`src/rtl/core/rsa_mx_pkg.sv`:
```
`default_nettype none

package rsa_mx_pkg;

  // Fixed field widths of the block's channels
  localparam int WORD_W    = 32;
  localparam int PLAIN_W   = 33;
  localparam int CFG_IDX_W = 8;

  // Offset added to every decrypted value
  localparam logic [PLAIN_W-1:0] OFFSET_CHAR = 33'd96;

  // Configuration register indexes
  localparam logic [CFG_IDX_W-1:0] CFG_PRIVATE_EXPONENT = 8'd0;
  localparam logic [CFG_IDX_W-1:0] CFG_MODULUS          = 8'd1;

  typedef struct packed {
    logic [WORD_W-1:0] cipher_word;
    logic              last_in_message;
  } in_t;

  typedef struct packed {
    logic [PLAIN_W-1:0] plain_char;
    logic               last_out;
  } out_t;

endpackage

`default_nettype wire

```
`src/rtl/core/rsa_modexp_decrypt.sv`:
```
`default_nettype none

// Channel   Ports                                          Beat taken when
// --------  ---------------------------------------------  -------------------------
// input     start, busy, in_data (cipher_word, last flag)  start && !busy
// result    out_valid, out_data (plain_char, last_out)     out_valid (one cycle)
// config    cfg_valid, cfg_ready, cfg_index, cfg_data      cfg_valid && cfg_ready
//
// Each word runs through the shared modular shift-and-add unit, operands NW =
// min(MOD_BITS, 32) bits wide, one multiplier bit a cycle: first a reduction of
// the cipher word (WORD_W steps), then one squaring and, for a set exponent bit,
// one multiply per exponent bit. A zero exponent or a modulus below two answers
// in the cycle after the word is taken. Reset (rst_n low, synchronous) loads
// exponent 1 and modulus 2 and drops any word at work. busy is high while a word
// is at work; the result receiver cannot stall, each result is a one-cycle strobe.

module rsa_modexp_decrypt #(
  parameter int MOD_BITS = 32
) (
  input  wire                                 clk,
  input  wire                                 rst_n,

  input  wire                                 start,
  output logic                                busy,
  input  wire  rsa_mx_pkg::in_t               in_data,

  output logic                                out_valid,
  output rsa_mx_pkg::out_t                    out_data,

  input  wire                                 cfg_valid,
  output logic                                cfg_ready,
  input  wire  [rsa_mx_pkg::CFG_IDX_W-1:0]    cfg_index,
  input  wire  [rsa_mx_pkg::WORD_W-1:0]       cfg_data
);

  // Modulus width: the register holds at most WORD_W bits
  localparam int NW    = (MOD_BITS < rsa_mx_pkg::WORD_W) ? MOD_BITS : rsa_mx_pkg::WORD_W;
  localparam int SW    = NW + 2;
  localparam int CNT_W = $clog2(rsa_mx_pkg::WORD_W);
  localparam int EXP_W = $clog2(rsa_mx_pkg::WORD_W);

  localparam logic [1:0] ST_IDLE = 2'd0;
  localparam logic [1:0] ST_RED  = 2'd1;
  localparam logic [1:0] ST_SQR  = 2'd2;
  localparam logic [1:0] ST_MUL  = 2'd3;

  // Left-align a multiplier so the unit can take its bits MSB first
  function automatic logic [rsa_mx_pkg::WORD_W-1:0] align_b(input logic [NW-1:0] x);
    align_b = rsa_mx_pkg::WORD_W'(x) << (rsa_mx_pkg::WORD_W - NW);
  endfunction

  // Configuration registers
  logic [rsa_mx_pkg::WORD_W-1:0] exp_r;
  logic [NW-1:0]                 modulus_r;

  // Sequencer and shared unit state
  logic [1:0]                    state_r, state_nxt;
  logic [EXP_W-1:0]              bit_r, bit_nxt;
  logic [CNT_W-1:0]              cnt_r, cnt_nxt;
  logic [NW-1:0]                 u_acc_r, u_acc_nxt;
  logic [NW-1:0]                 a_r, a_nxt;
  logic [rsa_mx_pkg::WORD_W-1:0] b_r, b_nxt;
  logic [NW-1:0]                 acc_r, acc_nxt;
  logic [NW-1:0]                 cred_r, cred_nxt;
  logic                          last_r, last_nxt;

  logic                          out_valid_r, out_valid_nxt;
  rsa_mx_pkg::out_t              out_data_r, out_data_nxt;

  // Shared unit: acc = (2 * acc + bit * a) mod n, with acc, a < n
  logic [SW-1:0] t_sum, n1, n2;
  logic [NW-1:0] step_res;

  always_comb begin
    n1    = SW'(modulus_r);
    n2    = SW'({modulus_r, 1'b0});
    t_sum = SW'({u_acc_r, 1'b0}) + SW'(b_r[rsa_mx_pkg::WORD_W-1] ? a_r : '0);
    if (t_sum >= n2) begin
      step_res = NW'(t_sum - n2);
    end else if (t_sum >= n1) begin
      step_res = NW'(t_sum - n1);
    end else begin
      step_res = NW'(t_sum);
    end
  end

  logic accept;
  logic mod_small;

  assign busy      = (state_r != ST_IDLE);
  assign accept    = start && !busy;
  assign mod_small = (modulus_r[NW-1:1] == '0);
  assign cfg_ready = 1'b1;
  assign out_valid = out_valid_r;
  assign out_data  = out_data_r;

  always_comb begin
    state_nxt     = state_r;
    bit_nxt       = bit_r;
    cnt_nxt       = cnt_r;
    u_acc_nxt     = u_acc_r;
    a_nxt         = a_r;
    b_nxt         = b_r;
    acc_nxt       = acc_r;
    cred_nxt      = cred_r;
    last_nxt      = last_r;
    out_valid_nxt = 1'b0;
    out_data_nxt  = out_data_r;

    case (state_r)
      ST_IDLE: begin
        if (accept) begin
          last_nxt = in_data.last_in_message;
          if (exp_r == '0) begin
            // Empty power: result is one whatever the modulus
            out_valid_nxt           = 1'b1;
            out_data_nxt.plain_char = rsa_mx_pkg::OFFSET_CHAR + 33'd1;
            out_data_nxt.last_out   = in_data.last_in_message;
          end else if (mod_small) begin
            // Modulus zero or one: every remainder is zero
            out_valid_nxt           = 1'b1;
            out_data_nxt.plain_char = rsa_mx_pkg::OFFSET_CHAR;
            out_data_nxt.last_out   = in_data.last_in_message;
          end else begin
            // Reduce the cipher word as 1 * c mod n
            state_nxt = ST_RED;
            bit_nxt   = EXP_W'(rsa_mx_pkg::WORD_W - 1);
            cnt_nxt   = CNT_W'(rsa_mx_pkg::WORD_W - 1);
            u_acc_nxt = '0;
            a_nxt     = NW'(1);
            b_nxt     = in_data.cipher_word;
            acc_nxt   = NW'(1);
          end
        end
      end
      default: begin
        // Advance the shared unit by one multiplier bit
        u_acc_nxt = step_res;
        b_nxt     = b_r << 1;
        cnt_nxt   = cnt_r - CNT_W'(1);
        if (cnt_r == '0) begin
          u_acc_nxt = '0;
          cnt_nxt   = CNT_W'(NW - 1);
          case (state_r)
            ST_RED: begin
              cred_nxt  = step_res;
              state_nxt = ST_SQR;
              a_nxt     = acc_r;
              b_nxt     = align_b(acc_r);
            end
            ST_SQR: begin
              acc_nxt = step_res;
              if (exp_r[bit_r]) begin
                state_nxt = ST_MUL;
                a_nxt     = step_res;
                b_nxt     = align_b(cred_r);
              end else if (bit_r == '0) begin
                state_nxt               = ST_IDLE;
                out_valid_nxt           = 1'b1;
                out_data_nxt.plain_char = rsa_mx_pkg::PLAIN_W'(step_res)
                                          + rsa_mx_pkg::OFFSET_CHAR;
                out_data_nxt.last_out   = last_r;
              end else begin
                bit_nxt = bit_r - EXP_W'(1);
                a_nxt   = step_res;
                b_nxt   = align_b(step_res);
              end
            end
            default: begin
              // Multiply done: move to the next exponent bit or finish
              acc_nxt = step_res;
              if (bit_r == '0) begin
                state_nxt               = ST_IDLE;
                out_valid_nxt           = 1'b1;
                out_data_nxt.plain_char = rsa_mx_pkg::PLAIN_W'(step_res)
                                          + rsa_mx_pkg::OFFSET_CHAR;
                out_data_nxt.last_out   = last_r;
              end else begin
                state_nxt = ST_SQR;
                bit_nxt   = bit_r - EXP_W'(1);
                a_nxt     = step_res;
                b_nxt     = align_b(step_res);
              end
            end
          endcase
        end
      end
    endcase
  end

  // Control state and configuration
  always_ff @(posedge clk) begin
    if (!rst_n) begin
      state_r     <= ST_IDLE;
      out_valid_r <= 1'b0;
      exp_r       <= rsa_mx_pkg::WORD_W'(1);
      modulus_r   <= NW'(2);
    end else begin
      state_r     <= state_nxt;
      out_valid_r <= out_valid_nxt;
      if (cfg_valid && cfg_ready) begin
        case (cfg_index)
          rsa_mx_pkg::CFG_PRIVATE_EXPONENT: exp_r     <= cfg_data;
          rsa_mx_pkg::CFG_MODULUS:          modulus_r <= cfg_data[NW-1:0];
          default: ;
        endcase
      end
    end
  end

  // Datapath registers hold without reset
  always_ff @(posedge clk) begin
    bit_r      <= bit_nxt;
    cnt_r      <= cnt_nxt;
    u_acc_r    <= u_acc_nxt;
    a_r        <= a_nxt;
    b_r        <= b_nxt;
    acc_r      <= acc_nxt;
    cred_r     <= cred_nxt;
    last_r     <= last_nxt;
    out_data_r <= out_data_nxt;
  end

endmodule

`default_nettype wire

```
`config.mk`:
```
export PLATFORM = sky130hd
export DESIGN_NAME = rsa_modexp_decrypt
export DESIGN_NICKNAME = d
export VERILOG_FILES = /design/src/rtl/core/rsa_mx_pkg.sv /design/src/rtl/core/rsa_modexp_decrypt.sv
export SDC_FILE = /design/constraint.sdc
export NUM_CORES = 1
export LEC_CHECK = 0
export ABC_AREA = 1
export BUFFER_PORTS_ARGS = -buffer_cell sky130_fd_sc_hd__buf_2
export CORE_MARGIN = 5
export CORE_UTILIZATION = 57
export CTS_CLUSTER_DIAMETER = 50
export CTS_CLUSTER_SIZE = 14
export DETAILED_ROUTE_END_ITERATION = 7
export PLACE_DENSITY = 0.9
export SLEW_MARGIN = 20
export SYNTH_ARGS = -nofsm -noshare
export SYNTH_HDL_FRONTEND = slang
export SYNTH_SLANG_ARGS = --single-unit
```
`constraint.sdc`:
```
create_clock -name clk -period 5.01 [get_ports clk]
set_input_delay 1.002 -clock clk [delete_from_list [all_inputs] [get_ports clk]]
set_output_delay 1.002 -clock clk [all_outputs]
set_load 0.01 [all_outputs]
```
==> results of run 1 <==
[per-layer routing]
layer,global-route usage,GRT overflow
met1,0.717,0
met4,0.601,15
met3,0.532,0
met2,0.832,5
met5,0.263,1
[metrics by stage]
stage	instance area (sq um)	util	hold slack (ns)	worst slack [ns]
after CTS	29100	0.822	0.482	-0.0860
after detailed placement	25500	0.719	0.465	-0.997
after global placement	25500	0.719	0.455	-0.927
after floorplan	20300	-	0.444	0.109
[cell usage after synthesis (all sizes together)]
cell     instances
nor4            17
nand2          731
dfxtp           67
edfxtp         205
a21boi          11
nand3b           7
xnor2           32
a32oi            1
o21bai          24
nor3            28
o22ai           17
fa               3
nand2b           1
o21ai          205
o221ai           3
conb             1
and2             2
a21o            15
a22o             1
buf             22
a21oi          191
o211ai          42
xor2            40
inv            345
ha             102
nand4           30
nor2           359
nand3          175
a211oi           1
or2              7
a221oi           1
a31oi           27
a22oi            4
a31o             1
clkbuf          68
o2bb2ai          1
o21a             7
or4              1
clkinv           3
[cell families after synthesis]
family / Yosys count
buffers and inverters: 438
adders and majority gates: 105
DFF: 272
and+or+nand+nor: 1358
AOI/OAI and AO/OA: 552
other: 1
xor gates and xnor gates: 72
[repair_timing]
action | in CTS
endpoints found under the hold margin | 0
setup buffers | 63
gates resized for setup | 502
pin swaps | 118
setup endpoints to repair | 193
gates cloned | 5
hold buffers | 0
==> impl_metrics.json, run 1 <==
{
  "status": "stopped before the end",
  "haltStage": "global routing",
  "stop_error": "[ERROR GRT-0232] Routing congestion too high. Check the congestion heatmap in the GUI.",
  "synth_mux_area_frac": 0,
  "synth_area_leaders": "edfxtp_1 (30%), nand2_1 (13%), dfxtp_1 (6.6%)",
  "gp_congestion": 1.08,
  "cts_htree_levels": 1,
  "gr-total-overflow": 21,
  "start_util": 0.574,
  "io_pins": 114,
  "synth_seq_cells": 272,
  "synth_area_leader_cell": "edfxtp_1",
  "synthXorXnorAreaFrac": 0.0311,
  "fp.dieH_microns": 199,
  "ys_types": 56,
  "ys_seq_area_frac": 0.369,
  "yosys.area_share.simple": 0.294,
  "crit_endpoint": "out_data[26]$_SDFFCE_PP0P_/D",
  "worstEndpointType": "register data pin",
  "syn_area_sq_um": 20300,
  "numPortBuffers": 112,
  "dp.cells": 3855,
  "clock_path_buffers": 3,
  "syn-instance-count": 2798,
  "grtUsageTotal": 0.681,
  "syn_nets": 2980,
  "clock-sinks": 272,
  "ys_warn_count": 0,
  "cts_buffers": 27,
  "fp-row-count": 69,
  "synth_top_area_frac": 0.303,
  "grt_max_degree": 84,
  "cts_root_buf": "clkbuf_16",
  "die_x_microns": 199,
  "synth_compound_area_frac": 0.155,
  "syn_avg_cell_area_sq_um": 7.26,
  "yosys.area_share.adder": 0.0658,
  "dp_hpwl_mm": 65.4,
  "synth_top_family_by_area": "simple AND/OR/NAND/NOR gates"
}
==> run 2, diff against run 1 <==
- CORE_UTILIZATION: 57 -> 40
- CTS_CLUSTER_DIAMETER: 50 -> unset
- CTS_CLUSTER_SIZE: 14 -> unset
- PLACE_DENSITY: 0.9 -> unset
- PLACE_DENSITY_LB_ADDON: unset -> 0.15
- clock period: 5.01 -> 6.5 ns (I/O delays scaled with it)
==> run 2 against run 1 <==
Compared with the run above: synthesized cell count unchanged; the flow now finishes without violations; synthesized area unchanged.
==> impl_metrics.json, run 2 <==
{
  "synth-edff-count": 205,
  "worstSetupEndpointType": "register",
  "drv_slew": 0,
  "dp_hpwl_mm": 61.4,
  "crit_top_cell": "nand2_1",
  "core_sq_um": 50200,
  "synth_most_common_cell": "nand2_1",
  "relSlewSlack": 0.225,
  "cp_num_buf_inv": 6,
  "clock_path_buffers": 3,
  "fin_worst_skew_ns": 0.0403,
  "grt_max_degree": 85,
  "viasPerCell": 5.50,
  "final_cell_mix": "nand2_1 (700), inv_1 (326), nor2_1 (320), edfxtp_1 (205), o21ai_0 (198)",
  "layout.nets": 3123,
  "clk_transition_reported_paths_ns": 0.06,
  "arrival_ns": 6.59,
  "numPortBuffers": 112,
  "fill_cells": 5145,
  "drcViolationCount": 0,
  "period_needed_ns": 6.29,
  "syn_area_sq_um": 20300,
  "synth_area_leader_cell": "edfxtp_1",
  "start_util": 0.405,
  "whs_ns": 0.476,
  "critical-path-max-stage-delay_ns": 0.48,
  "gr-total-overflow": 0,
  "hold_violations": 0,
  "ys_async_sr_fraction": 0,
  "wirelength_mm": 78.2,
  "critPathLaunchType": "register",
  "antenna_found_initial": 0,
  "grtUsageTotal": 0.269,
  "finalCritPeriodShare": 0.968,
  "synth_area_leaders": "edfxtp_1 (30%), nand2_1 (13%), dfxtp_1 (6.6%)",
  "status": "finished, final reports clean",
  "antenna_cells": 0,
  "die_x_microns": 235,
  "seq_area_sq_um": 7500,
  "min_path_type": "reg -> reg",
  "fp-row-count": 82,
  "synth_seq_cells": 272,
  "layout_commonest_cell": "nand2_1",
  "cts_tree": "yes",
  "syn_nets": 2980,
  "first_iter_violations": 1983,
  "dieArea_sq_um": 55400,
  "ys_warn_count": 0,
  "max_freq_ghz": 0.159,
  "postRouteAntennaNets": 0,
  "critPathTopFamily": "simple AND/OR/NAND/NOR gates",
  "rrSetupSlack_ns": 0.21,
  "clock-sinks": 272,
  "clkLatencyLatePin_ns": 0.56,
  "maxCapViolCount": 0,
  "cts_htree_levels": 2,
  "cp_slowest_cell": "edfxtp_1",
  "grt_pass1_wl_mm": 116,
  "path_class": "reg -> reg",
  "ys_top_cells_by_count": "nand2_1 (700), inv_1 (328), nor2_1 (327)",
  "setup_viol": 0,
  "syn_avg_cell_area_sq_um": 7.26,
  "rsz0062_at_grt": "no",
  "cts_root_buf": "clkbuf_16",
  "ys_seq_area_frac": 0.369,
  "cts_buffers": 34,
  "io_pins": 114,
  "worst-path-max-fanout": 38,
  "drive_above_1_share": 0.134,
  "first_pass_iters": 6,
  "area_growth_pct": 14.4,
  "syn-instance-count": 2798,
  "vias": 20000,
  "tightest_slew_ns": 1.16,
  "tns_ns": 0,
  "largest_register_ff_count": 34,
  "multi_input_area_sq_um": 11200,
  "synth_top_area_frac": 0.303,
  "ys_types": 56,
  "grt_pass1_vias": 19000,
  "wire_per_inst_microns": 21.5,
  "ctsHoldBuffers": 0,
  "ys.flop_type": "edfxtp_1",
  "fp.dieH_microns": 235,
  "required_ns": 6.80,
  "gp_congestion": 1.07
}
run 2: through the flow:
step	util	area [sq um]	setup slack, ns	std cells
2_1_floorplan	-	20300	1.60	2798
4_1_cts	0.462	23200	0.241	3638
5_1_grt	0.463	23200	0.00801	3639
6_report	0.463	23200	0.210	3639
3_5_place_dp	0.440	22100	0.251	3576
3_3_place_gp	0.438	22000	0.100	3574
run 2: worst reg2reg max path, delay by kind of cell (launching register included):
kind | cells | cell delay, ns
and+or+nand+nor | 23 | 3.41
buffers and inverters | 6 | 0.74
DFF | 1 | 0.48
AOI/OAI and AO/OA | 3 | 0.62
adders and majority gates | 2 | 0.79
run 2: final timing paths:
check	from	endpoint	cells past startpoint
worst max register to register	b_r[31]$_DFFE_PP_	out_data[31]$_SDFFCE_PP0P_	34
worst min-delay path	exp_r[21]$_SDFFE_PN0P_	exp_r[21]$_SDFFE_PN0P_	2
worst max-delay path	b_r[31]$_DFFE_PP_	out_data[31]$_SDFFCE_PP0P_	34
worst min register to register	exp_r[21]$_SDFFE_PN0P_	exp_r[21]$_SDFFE_PN0P_	2
run 2: repair_timing:
action,4_1_cts,5_1_grt
endpoints found under the setup margin,0,44
gates resized for setup,0,7
buffers inserted,0,1
endpoints found under the hold margin,0,0
run 2: kinds of logic (layout without fill, tap and decap cells):
| kind of cell | after synthesis | after routing | share of synthesized area |
|---|---|---|---|
| adder cells (fa/ha/maj) | 105 | 105 | 0.0658 |
| flip-flops | 272 | 272 | 0.369 |
| other | 1 | 1 | 0.000185 |
| AO/OA/AOI/OAI | 552 | 552 | 0.155 |
| XOR/XNOR | 72 | 72 | 0.0311 |
| AND/OR/NAND/NOR | 1358 | 1358 | 0.294 |
| buffers and inverters | 438 | 607 | 0.0848 |
run 2: final cells by class:
cell class                 instances  share of cell area
clock buffer                      41              0.0386
inverter                         348              0.0562
timing repair buffer             197              0.0549
multi-input combinational       2088               0.481
clock inverter                    21              0.0101
tap                              672              0.0362
sequential                       272               0.323
run 2: per-layer routing:
metal,vias to the layer above,GRT usage,share of wire
met2,838,0.408,0.43
met4,0,0.0800,0.028
met5,-,0,0
met3,122,0.0615,0.091
li1,9609,-,-
met1,9448,0.386,0.45
Power of run 2 is left out: the tool's default activity adds up to more than one toggle a clock period on the data nets, which glitch-free logic cannot reach.
==> run 3, diff against run 2 <==
- ABC_AREA: 1 -> unset
- BUFFER_PORTS_ARGS: -buffer_cell sky130_fd_sc_hd__buf_2 -> -buffer_cell sky130_fd_sc_hd__clkbuf_2
==> run 3 against run 2 <==
Compared with the run above: maximum frequency down 0.98%; synthesized area decreased by 8.8%; final cell count is 19% lower; via count down 14%; die area fell by 8.4%; final area barely moved; critical path depth fell by 7; non-clock buffer count increased by 167; setup slack lost 0.062 ns; routed wire length decreased by 19%; first-iteration DRC count fell by 7.6%; critical path type unchanged; largest cell class unchanged.
==> impl_metrics.json, run 3 <==
{
  "first_pass_iters": 6,
  "viasPerCell": 5.83,
  "synth_top_area_frac": 0.332,
  "finalCritPeriodShare": 0.977,
  "ys_types": 100,
  "first_iter_violations": 1832,
  "clock_path_buffers": 3,
  "clock-sinks": 272,
  "pre_cts_ws_ns": -0.141,
  "relSlewSlack": 0.239,
  "worstSetupEndpointType": "register",
  "fp.dieH_microns": 225,
  "gr-total-overflow": 0,
  "layout_commonest_cell": "nand2_1",
  "clk_transition_reported_paths_ns": 0.06,
  "syn_area_sq_um": 18500,
  "rrSetupSlack_ns": 0.15,
  "clkLatencyLatePin_ns": 0.61,
  "rsz0062_at_grt": "yes",
  "placed_area_sq_um": 21200,
  "ys_async_sr_fraction": 0,
  "required_ns": 6.83,
  "wirelength_mm": 63.3,
  "arrival_ns": 6.68,
  "rr_endpoint": "out_data[28]$_SDFFCE_PP0P_",
  "period_needed_ns": 6.35,
  "syn-instance-count": 2053,
  "hold_violations": 0,
  "cts_tree": "yes",
  "syn_avg_cell_area_sq_um": 9.02,
  "numPortBuffers": 112,
  "worst-path-max-fanout": 8,
  "reg2regPathDepth": 27,
  "cts_htree_levels": 1,
  "synth_seq_cells": 272,
  "dieArea_sq_um": 50700,
  "vias": 17200,
  "critPathLaunchType": "register",
  "area_growth_pct": 25.4,
  "layout.nets": 2514,
  "start_util": 0.406,
  "ys_seq_area_frac": 0.405,
  "setup_viol": 0,
  "drv_slew": 0,
  "grt_pass1_vias": 16600,
  "core_sq_um": 45600,
  "antenna_cells": 0,
  "grt_max_degree": 77,
  "max_freq_ghz": 0.157,
  "grt_pass1_wl_mm": 95.7,
  "drcViolationCount": 0,
  "antenna_found_initial": 2,
  "whs_path_depth": 2,
  "fill_cells": 4333,
  "drive_above_1_share": 0.258,
  "io_pins": 114,
  "ctsHoldBuffers": 0,
  "postRouteAntennaNets": 0,
  "min_path_type": "reg -> reg",
  "setup_slack_ns": 0.148,
  "fp-row-count": 78,
  "synth_area_leader_cell": "edfxtp_1",
  "fin_worst_skew_ns": 0.0449,
  "dp_hpwl_mm": 47.9,
  "largest_register_ff_count": 34,
  "final_cell_area_sq_um": 23200,
  "wire_per_inst_microns": 21.4,
  "utilization": 0.510,
  "maxCapViolCount": 0,
  "cts_root_buf": "clkbuf_16",
  "rr_startpoint": "b_r[31]$_DFFE_PP_",
  "cts_buffers": 31,
  "synth-edff-count": 205,
  "path_class": "reg -> reg",
  "hp-start": "exp_r[7]$_SDFFE_PN0P_",
  "synth_most_common_cell": "nand2_1",
  "status": "finished, final reports clean",
  "ys_top_cells_by_count": "nand2_1 (267), edfxtp_1 (205), a21oi_1 (181)",
  "tns_ns": 0,
  "die_x_microns": 225,
  "ys.flop_type": "edfxtp_1",
  "syn_nets": 2235,
  "ys_warn_count": 0,
  "seq_area_sq_um": 7500,
  "grtUsageTotal": 0.236,
  "tightest_slew_ns": 1.14,
  "final_cell_mix": "nand2_1 (265), buf_4 (237), edfxtp_1 (205), nor2_1 (167), a21oi_1 (164)",
  "gp_congestion": 0.941,
  "synth_area_leaders": "edfxtp_1 (33%), dfxtp_1 (7.2%), ha_1 (6.9%)",
  "hold_end": "exp_r[7]$_SDFFE_PN0P_",
  "multi_input_area_sq_um": 11100
}
-- run 3: cell count changes in the layout (fill, tap and decap cells not counted), sizes merged, moves of 39 or more --
cell	previous run	this run
nor2	359	177
and2	2	69
nand3	175	53
buf	197	252
nand2	731	267
clkbuf	41	155
o21ai	205	127
a222oi	0	39
xnor2	32	74
inv	346	99
-- run 3: worst max path at each step --
stage | cells after the start | startpoint | endpoint | slack (ns)
after floorplan | 27 | b_r[31]$_DFFE_PP_ | out_data[26]$_SDFFCE_PP0P_ | 0.05
after global placement | 26 | b_r[31]$_DFFE_PP_ | out_data[28]$_SDFFCE_PP0P_ | 0.002
after detailed placement | 28 | b_r[31]$_DFFE_PP_ | out_data[32]$_SDFFCE_PP0P_ | -0.14
after CTS | 29 | b_r[31]$_DFFE_PP_ | out_data[32]$_SDFFCE_PP0P_ | 0.0006
after global routing | 27 | b_r[31]$_DFFE_PP_ | out_data[28]$_SDFFCE_PP0P_ | -0.09
final | 27 | b_r[31]$_DFFE_PP_ | out_data[28]$_SDFFCE_PP0P_ | 0.15
-- run 3: cell type report --
cell class | count | area share
multi-input combinational | 1565 | 0.476
sequential | 272 | 0.323
timing repair buffer | 364 | 0.110
clock buffer | 43 | 0.0382
tap | 600 | 0.0323
inverter | 98 | 0.0158
clock inverter | 14 | 0.00496
-- run 3: logic make-up (layout without fill, tap and decap cells) --
group	count (synthesis)	in the layout	share of synthesized area
simple gates	714	714	0.182
compound gates	610	610	0.225
flops	272	272	0.405
buf+inv	216	519	0.0458
fa+ha+maj	105	105	0.0721
xor+xnor	100	100	0.0473
mux	35	35	0.0234
other cells	1	1	0.000202
-- run 3: through the flow --
step / hold WS (ns) / cells
finish: 0.471 / 2956
global route: 0.499 / 2956
CTS: 0.470 / 2933
detailed placement: 0.462 / 2873
global placement: 0.459 / 2873
floorplan: 0.446 / 2053
-- run 3: critical path: stages, from the launching register on --
cell	delay (ns)
edfxtp_1	0.40
buf_6	0.16
and2_4	0.15
ha_4	0.14
fa_2	0.23
a211oi_2	0.07
o21a_2	0.27
a2111oi_4	0.49
nor2_4	0.10
a22o_4	0.27
o31ai_4	0.27
xor2_2	0.21
ha_1	0.28
and4_4	0.21
and2_4	0.16
and3_4	0.17
buf_4	0.14
a2111o_1	0.43
a21oi_4	0.25
mux2i_1	0.13
mux2i_2	0.19
inv_1	0.09
ha_2	0.19
nand4b_4	0.20
nor2_4	0.18
nand3_4	0.15
nor3_4	0.21
mux2_4	0.31
-- run 3: what timing repair did --
item                                    CTS  global route
cloned                                    0             2
buffers inserted                          3            21
gates resized for setup                  13           156
pin swaps                                14            63
endpoints found under the setup margin   19            51
-- run 3: layer usage --
layer  global-route usage  vias to the layer above  share of wire
li1                     -                     8124              -
met1                0.330                     8433           0.44
met2                0.395                      573           0.48
met3               0.0281                       95          0.057
met4               0.0574                        0          0.026
met5                    0                        -              0
Power of run 3 is left out for the same reason.
